<file path="src/hw/rtl/chm_pkg.sv">
package chm_pkg;

	// map geometry
	localparam int BUCKETS = 64;
	localparam int ENTRIES = 256;
	localparam int BKT_W   = $clog2(BUCKETS);
	localparam int ENT_AW  = $clog2(ENTRIES);
	localparam int IDX_W   = ENT_AW + 1;
	localparam int KEY_W   = 32;
	localparam int VAL_W   = 32;
	localparam logic [IDX_W-1:0] NIL_IDX = IDX_W'(ENTRIES);

	// command codes
	localparam logic [2:0] CMD_GET    = 3'd0;
	localparam logic [2:0] CMD_ADD    = 3'd1;
	localparam logic [2:0] CMD_SET    = 3'd2;
	localparam logic [2:0] CMD_REMOVE = 3'd3;
	localparam logic [2:0] CMD_CLEAR  = 3'd4;

	// result status codes
	localparam logic [1:0] ST_DONE = 2'd0;
	localparam logic [1:0] ST_MISS = 2'd1;
	localparam logic [1:0] ST_FULL = 2'd2;

	// register index
	localparam logic REG_KEY_MODE = 1'b0;

	typedef struct packed {
		logic [2:0]       cmd;
		logic [KEY_W-1:0] key;
		logic [VAL_W-1:0] value;
	} req_t;

	typedef struct packed {
		logic [1:0]       status;
		logic             hit;
		logic [VAL_W-1:0] read_value;
		logic [8:0]       entry_count;
	} rsp_t;

	// controller -> datapath commands
	typedef struct packed {
		logic accept;
		logic load;
		logic chk;
		logic cmp;
		logic act;
		logic alloc;
		logic ins1;
		logic ins2;
		logic rm1;
		logic rm2;
		logic clr;
		logic fin;
	} ctl_t;

	// datapath -> controller status
	typedef struct packed {
		logic [2:0] in_cmd;
		logic [2:0] cmd;
		logic       ptr_nil;
		logic       key_eq;
		logic       hit;
		logic       full;
		logic       out_busy;
	} sts_t;

	// key mode 0: xor-shift mix, logical shifts on the 32-bit key; key mode 1 takes the low key bits as they are
	function automatic logic [BKT_W-1:0] bucket_of(input logic [KEY_W-1:0] k,
			input logic mode);
		logic [KEY_W-1:0] h;
		begin
			h = k;
			if (!mode) begin
				h = h ^ (h >> 20) ^ (h >> 12);
				h = h ^ (h >> 7) ^ (h >> 4);
			end
			return h[BKT_W-1:0];
		end
	endfunction

endpackage

</file>
<file path="src/hw/rtl/chm_ctrl.sv">
module chm_ctrl (
	input  logic           clk,
	input  logic           arst_n,
	input  logic           req_valid,
	output logic           req_stall,
	input  chm_pkg::sts_t  sts,
	output chm_pkg::ctl_t  ctl
);

	typedef enum logic [11:0] {
		S_IDLE  = 12'b000000000001,
		S_HEAD  = 12'b000000000010,
		S_LOAD  = 12'b000000000100,
		S_CHK   = 12'b000000001000,
		S_CMP   = 12'b000000010000,
		S_ACT   = 12'b000000100000,
		S_ALLOC = 12'b000001000000,
		S_INS1  = 12'b000010000000,
		S_INS2  = 12'b000100000000,
		S_RM1   = 12'b001000000000,
		S_RM2   = 12'b010000000000,
		S_FIN   = 12'b100000000000
	} state_t;

	state_t state_q, state_d;

	assign req_stall = (state_q != S_IDLE);

	// command decode
	always_comb begin
		ctl        = '0;
		ctl.accept = (state_q == S_IDLE) && req_valid;
		ctl.load   = (state_q == S_LOAD);
		ctl.chk    = (state_q == S_CHK);
		ctl.cmp    = (state_q == S_CMP);
		ctl.act    = (state_q == S_ACT);
		ctl.alloc  = (state_q == S_ALLOC);
		ctl.ins1   = (state_q == S_INS1);
		ctl.ins2   = (state_q == S_INS2);
		ctl.rm1    = (state_q == S_RM1);
		ctl.rm2    = (state_q == S_RM2);
		// clear lands on the accepting edge, so the result sees the empty map
		ctl.clr    = (state_q == S_IDLE) && req_valid && (sts.in_cmd == chm_pkg::CMD_CLEAR);
		ctl.fin    = (state_q == S_FIN) && !sts.out_busy;
	end

	// next state
	always_comb begin
		state_d = state_q;
		case (state_q)
			S_IDLE: begin
				if (req_valid) begin
					if (sts.in_cmd inside {chm_pkg::CMD_GET, chm_pkg::CMD_ADD,
							chm_pkg::CMD_SET, chm_pkg::CMD_REMOVE})
						state_d = S_HEAD;
					else
						state_d = S_FIN;
				end
			end
			S_HEAD: state_d = S_LOAD;
			S_LOAD: state_d = S_CHK;
			S_CHK:  state_d = sts.ptr_nil ? S_ACT : S_CMP;
			S_CMP:  state_d = sts.key_eq ? S_ACT : S_CHK;
			S_ACT: begin
				state_d = S_FIN;
				if (sts.cmd == chm_pkg::CMD_REMOVE && sts.hit)
					state_d = S_RM1;
				else if ((sts.cmd == chm_pkg::CMD_ADD || sts.cmd == chm_pkg::CMD_SET)
						&& !sts.hit && !sts.full)
					state_d = S_ALLOC;
			end
			S_ALLOC: state_d = S_INS1;
			S_INS1:  state_d = S_INS2;
			S_INS2:  state_d = S_FIN;
			S_RM1:   state_d = S_RM2;
			S_RM2:   state_d = S_FIN;
			S_FIN:   if (!sts.out_busy) state_d = S_IDLE;
			default: state_d = S_IDLE;
		endcase
	end

	always_ff @(posedge clk or negedge arst_n) begin
		if (!arst_n) begin
			state_q <= S_IDLE;
		end else begin
			state_q <= state_d;
		end
	end

endmodule

</file>
<file path="config.mk">
export PLATFORM = sky130hd
export DESIGN_NAME = chm_ctrl
export DESIGN_NICKNAME = d
export VERILOG_FILES = /design/src/hw/rtl/chm_pkg.sv /design/src/hw/rtl/chm_ctrl.sv
export SDC_FILE = /design/constraint.sdc
export NUM_CORES = 1
export LEC_CHECK = 0
export BUFFER_PORTS_ARGS = -buffer_cell sky130_fd_sc_hd__buf_2
export CORE_UTILIZATION = 55
export CTS_BUF_LIST = sky130_fd_sc_hd__clkbuf_4
export CTS_CLUSTER_SIZE = 24
export DETAILED_ROUTE_END_ITERATION = 8
export PLACE_DENSITY_LB_ADDON = 0.15
export SLEW_MARGIN = 20
export SYNTH_ARGS = -nofsm -noshare
export SYNTH_HDL_FRONTEND = slang
export SYNTH_SLANG_ARGS = --single-unit
</file>
<file path="constraint.sdc">
create_clock -name clk -period 5 [get_ports clk]
set_clock_uncertainty 0.15 [all_clocks]
set_input_delay 0.25 -clock clk [delete_from_list [all_inputs] [get_ports clk]]
set_output_delay 0.25 -clock clk [all_outputs]
set_load 0.005 [all_outputs]
</file>
Word-level counts from Yosys, hierarchy flattened

Index checks and enable logic that the tools add are counted.

Bits in registers: 12
Output and inout port bits: 13
Input port bits: 14

Reductions and logical operators: 14
Mux-type cells: 8
Equal/unequal tests: 22

Operators by type and width:

| cell                                                   | count |
|---|---|
| one-hot mux 12 bit (11 select lines)                   | 1 |
| two-way mux 12 bit                                     | 5 |
| equality test 12 x 1 -> 1 bit (second input constant)  | 1 |
| equality test 12 x 10 -> 1 bit (second input constant) | 1 |
| equality test 12 x 11 -> 1 bit (second input constant) | 1 |
| equality test 12 bit (second input constant)           | 1 |
| equality test 12 x 2 -> 1 bit (second input constant)  | 1 |
| equality test 12 x 3 -> 1 bit (second input constant)  | 1 |
| equality test 12 x 4 -> 1 bit (second input constant)  | 1 |
| equality test 12 x 5 -> 1 bit (second input constant)  | 1 |
| equality test 12 x 6 -> 1 bit (second input constant)  | 1 |
| equality test 12 x 7 -> 1 bit (second input constant)  | 1 |
| equality test 12 x 8 -> 1 bit (second input constant)  | 1 |
| equality test 12 x 9 -> 1 bit (second input constant)  | 1 |
| equality test 3 x 2 -> 1 bit (second input constant)   | 4 |
| two-way mux 6 bit                                      | 2 |
| != test 12 x 1 -> 1 bit (second input constant)        | 1 |
| equality test 3 x 1 -> 1 bit (second input constant)   | 2 |
| logical AND 1 bit                                      | 6 |
| != test 2 bit (second input constant)                  | 2 |
| nonzero test 4 bit                                     | 1 |
| equality test 3 bit (second input constant)            | 1 |
| zero test 1 bit                                        | 3 |
| zero test 3 bit                                        | 1 |
| 3 further kinds                                        | 3 |

Longest topological paths before layout

Gate-level depths: netlist of the first run.

Depth in word-level cells: 7
Gate-level depth with buffers: 6

Least setup slack after synthesis of the first run

OpenSTA, ideal clock, no wires.

Path type: register to output
From: reg state_q[0]
To: out ctl[1] (netlist name)
Path buffers: 0
Arrival time: 1.790 ns
Path slack: 2.810 ns
Stages on the path, launching flop included: 5
Required time: 4.600 ns
Path through: dfstp_2 or4b_2 nor4_4 nand2_1 nor4b_1

RTL lines:

| element                  | RTL line       | RTL |
|---|---|---|
| start: declaration       | chm_ctrl.sv:25 | `state_t state_q, state_d;` |
| start signal: assignment | chm_ctrl.sv:86 | `state_q <= state_d;` |
| end: declaration         | chm_ctrl.sv:7  | `output chm_pkg::ctl_t ctl` |

==> results of run 1 <==
-- cell usage after synthesis, drive strengths merged --
library cell and n:
o311a 2, a31oi 1, xor2 1, buf 1, xnor2 2, a22o 1
o211a 1, nand2 4, or4b 3, o41ai 1, nand2b 4, nand3 1
nor4 8, o31a 1, dfstp 1, o22ai 2, and3b 1, o21ai 3
dfrtp 11, and4b 1, nor4b 2, and4 1, or4 2, or3 3
nor2 8, or2 1, inv 3, clkbuf 2, o32ai 1, nor2b 3
nor3 2, nor3b 3, o31ai 1
-- worst register-to-register path: cells and delay by family, from the launching register on --
| kind | cells | cell delay (ps) |
|---|---|---|
| AND/OR/NAND/NOR | 3 | 1270 |
| flip-flops | 1 | 470 |
| AO/OA/AOI/OAI | 1 | 170 |
-- final cells by class --
class,count,area share
clock buffer,3,0.0226
clock inverter,1,0.00377
multi-input combinational,64,0.470
sequential,12,0.303
tap,15,0.0188
inverter,3,0.0113
timing repair buffer,30,0.171
-- metrics by stage --
| stage | worst slack, ps | hold slack, ps |
|---|---|---|
| 6_report | 2350 | 3.29 |
| 5_1_grt | 2180 | 10.1 |
| 4_1_cts | 2310 | 6.58 |
| 3_5_place_dp | 2620 | -2.69 |
| 3_3_place_gp | 2700 | -6.24 |
| 2_1_floorplan | 2810 | -196 |
-- layer usage --
metal,GRT usage,wire length (um),vias to the layer above
met5,0,0,-
met4,0.138,32,0
met3,0.0500,79,5
met2,0.440,871,29
met1,0.336,816,370
li1,-,-,381
-- cells by family after synthesis --
kind of cell	synth area share
buffers and inverters	0.0300
DFF	0.380
and+or+nand+nor	0.421
AOI/OAI and AO/OA	0.136
xor gates and xnor gates	0.0331
-- cells in the final DEF, fill, tap and decap left out, drive strengths merged, types with 2 or more instances in the layout --
cell type and n:
nor3 2, or3 3, nor4b 2, xnor2 2, dfrtp 11, nand2 4, or4b 3, or4 2
nor2b 3, o21ai 3, nand2b 4, inv 3, nor2 8, o311a 2, dlygate4sd3 4, o22ai 2
nor4 8, nor3b 3, buf 26, clkbuf 3
-- where the power goes --
part	internal [mW]	switching, mW
clock	0.0290	0.0356
sequential	0.112	0.0203
combinational	0.0757	0.0877
-- worst paths after layout --
| check | from | to | slack, ps | cells past startpoint |
|---|---|---|---|---|
| worst max-delay path | state_q[0] | ctl[1] | 2350 | 5 |
| worst min-delay path | sts[2] | state_q[6] | 3 | 2 |
| worst max register to register | state_q[5] | state_q[11] | 2870 | 4 |
| worst min register to register | state_q[5] | state_q[8] | 460 | 1 |
| max in group asynchronous | arst_n | state_q[0] | 4200 | 2 |
| min in group asynchronous | arst_n | state_q[11] | 220 | 2 |
-- repair_timing --
| action | 4_1_cts | 5_1_grt |
|---|---|---|
| hold buffers | 4 | 0 |
| setup buffers | 0 | 0 |
| setup endpoints to repair | 0 | 0 |
| endpoints found under the hold margin | 15 | 0 |
==> metrics.txt, run 1 <==
sequential fraction of the synthesis area 0.380; clk sink count 12; Core Rows 13; DRT antenna net count 0; ANT cells 0; final WL 1800 um; placed insts 120; CP max-delay cell or4b_2; worst vdd rail ir drop 0.286 mV; height of the die 40.0 um; Tot GR Track Use 0.269; Syn Inst Count 82; final core occ 0.756; Port Buffers 26; area share of the largest cell type after synthesis 0.347; Avg Cell Area, Syn 9.67 um^2; I/O pin count 27; max-cap viol count 0; number of buffers and inverters on the critical path 1; antenna violations before repair 0; WL per Instance 14.1 um; largest net degree at the start of global routing 13; Clock Latency Late Sink 280 ps; CP peak stage delay 640 ps; Clk Tree Root Cell clkbuf_4; via count ~790; worst slew pin tran 431 ps; Synthesized Nets 96; Hold Crit Class input pin to register; count of final setup violators 0; First DRT Iteration DRCs 17; max FFs per register 12; setup_tns 0 ps; max_slew headroom 0.710; CP top delay family simple AND/OR/NAND/NOR gates; GPL Wtd Cong 0.725; number of synthesized register bits 12; TritonCTS clock tree built; Yosys cell types 36; Leak Pwr ~0.47 nW; post-CTS resize count 0; fin area 996 um^2; DPL Wire Length 1320 um; RSZ-0062 raised after global routing no; biggest regs state_q x12; share of layout cells above drive strength 1 0.345; Post-route DRC 0; crit path time final 2650 ps; vias per inst 6.13; total gr overflow 0; Slew Viols, Final 0; CP Data Required Time 4600 ps; final count of hold timing violations 0; TritonRoute pass-1 iters 4; area occupied by multi-input gates around 470 um^2; CP arrival around 2300 ps; total power 0.360 mW; Initial Util 0.602; die width about 40 um; number of global-route vias before repair 685; Clock transition at path regs around 80 ps; Largest Register state_q; clk buf depth 2; WS Path Type register to output pin; non-filler cells, final roughly 130; register area about 300 um^2; CTS H-tree depth 1; largest cells by area after synthesis dfrtp_1 35%, nor4_4 5.4%, nor4_1 4.7%; pwr dens approximately 360 nW/um^2; area grow syn2layout 25.6%; status finished, final reports clean; fill count 123; Core Area 1320 um^2; TritonCTS Buffers 3; Synth warnings 0; synthesized cell area 793 um^2; crit path capture type output pin; Synth area leader dfrtp_1; sequence of cells on the critical path or4b_2, nor4_4, nand2_1, nor4b_1, buf_2; area of the die 1600 um^2; period utilization 0.530; wire length of the first global-routing pass 2840 um; Final #Nets 128; critical path peak fanout 8; Placement Cell Area 930 um^2; Worst Setup Start Kind register; Max Fclk roughly 380 MHz
(Power assumes the default switching activity.)
==> run 2, diff against run 1 <==
CORE_UTILIZATION = 46   (was 55)
clock period = 2.16 ns   (was 5 ns; I/O delays follow)
==> metrics.txt, run 2 (synthesized netlist as in run 1, its figures left out) <==
First DRT Iteration DRCs 21; Clock Latency Late Sink 290 ps; non-filler cells, final 162; launch point of the worst path state_q[1]; Worst Setup EP ctl[4]; antenna violations before repair 0; ANT cells 0; max_slew headroom 0.702; Post-route DRC 6; final core occ 0.856; CP max-delay cell or4_4; height of the die approximately 44 um; Clock transition at path regs around 80 ps; Core Area approximately 1600 um^2; TritonCTS clock tree built; most frequent cells in the layout 26 x buf_2, 24 x buf_4, 11 x dlygate4sd3_1; TritonRoute pass-1 iters 6; CP Data Required Time 1900 ps; Clk Tree Root Cell clkbuf_4; leading cell type in the layout, fill and taps excluded buf_2; Final #Nets ~160; reg-to-reg endpoint state_q[3]; TritonCTS Buffers 3; RSZ-0062 raised after global routing yes; count of final setup violators 9; crit path capture type output pin; final WL 2510 um; Initial Util 0.509; pwr dens 900 nW/um^2; Port Buffers 26; clk buf depth 2; Hold Crit Class input pin to async pin; Tot GR Track Use 0.290; final count of hold timing violations 0; r2r setup slk -50 ps; setup_tns -732 ps; area of the die about 1900 um^2; largest net degree at the start of global routing 13; WL per Instance 15.5 um; WS Path Type register to output pin; Core Rows 14; die width 43.5 um; max-cap viol count 0; placed insts roughly 130; CP arrival 2050 ps; GPL Wtd Cong 0.758; CTS H-tree depth 1; wire length of the first global-routing pass 3930 um; Worst Setup Start Kind register; vias per inst 5.86; period utilization 1.07; worst vdd rail ir drop ~0.77 mV; Largest Register state_q; status complete, but fails checks; biggest regs state_q x12; R2R Path Start state_q[5]; Leak Pwr 0.629 nW; sequence of cells on the critical path or4_4, or3_4, nor4b_2, buf_2; worst slew pin tran approximately 450 ps; Max Fclk 434 MHz; DRT antenna net count 0; crit path time final 2300 ps; max FFs per register 12; total gr overflow 0; clk sink count 12; critical path peak fanout 4; share of layout cells above drive strength 1 0.534; Slew Viols, Final 0; Reg2Reg Depth 8; number of global-route vias before repair 929; DPL Wire Length 1480 um; area grow syn2layout 68.1%; via count 949; CP peak stage delay 560 ps; setup ws final -144 ps; I/O pin count 27; failing checks DRC, setup timing
-- run 2: stage by stage --
step                      total power [mW]  hold WS (ps)  instance area, um^2  setup slack, ps
after global placement               0.752          -144                 1010              115
final                                 1.20          84.7                 1330             -144
after detailed placement             0.766          -144                 1010             40.5
after global routing                  1.27           112                 1330             -208
after CTS                             1.11          82.7                 1270             -184
after floorplan                      0.584          -338                  793              112
-- run 2: routing by layer --
layer | vias up | global-route usage | part of all wire
met5 | - | 0 | 0
met4 | 0 | 0.156 | 0.016
met3 | 6 | 0.0542 | 0.054
met2 | 37 | 0.521 | 0.51
met1 | 462 | 0.321 | 0.42
li1 | 444 | - | -
-- run 2: area by class of cell --
type / count / area, um^2
repair buffers: 63 / 443
clock buffers: 3 / 22.5
well taps: 16 / 20.0
clock inverters: 1 / 3.75
multi-input cells: 64 / 531
fillers: 87 / 225
flip-flops and latches: 12 / 303
inverters: 3 / 11.3
-- run 2: worst min-delay path by stage --
stage,depth (start not counted),endpoint
finish,2,state_q[10]
detailed placement,1,state_q[10]
floorplan,0,state_q[10]
global route,2,state_q[9]
CTS,2,state_q[5]
global placement,1,state_q[2]
-- run 2: worst max-delay path, delay by kind of cell, from the launching register on --
family | cells | cell delay (ps)
DFF | 1 | 400
buffers and inverters | 1 | 150
and+or+nand+nor | 3 | 1210
-- run 2: power breakdown --
| part | leakage, nW | internal [mW] | switching [mW] |
|---|---|---|---|
| Combinational | 0.452 | 0.434 | 0.330 |
| Sequential | 0.161 | 0.259 | 0.0232 |
| Clock | 0.0154 | 0.0672 | 0.0873 |
-- run 2: repair_timing --
action                                  CTS  global route
endpoints found under the setup margin   10            16
resized for setup                        10             8
hold buffers                             11             0
buffers inserted                         12             5
pin swaps                                 6             8
hold endpoints to repair                 20             0
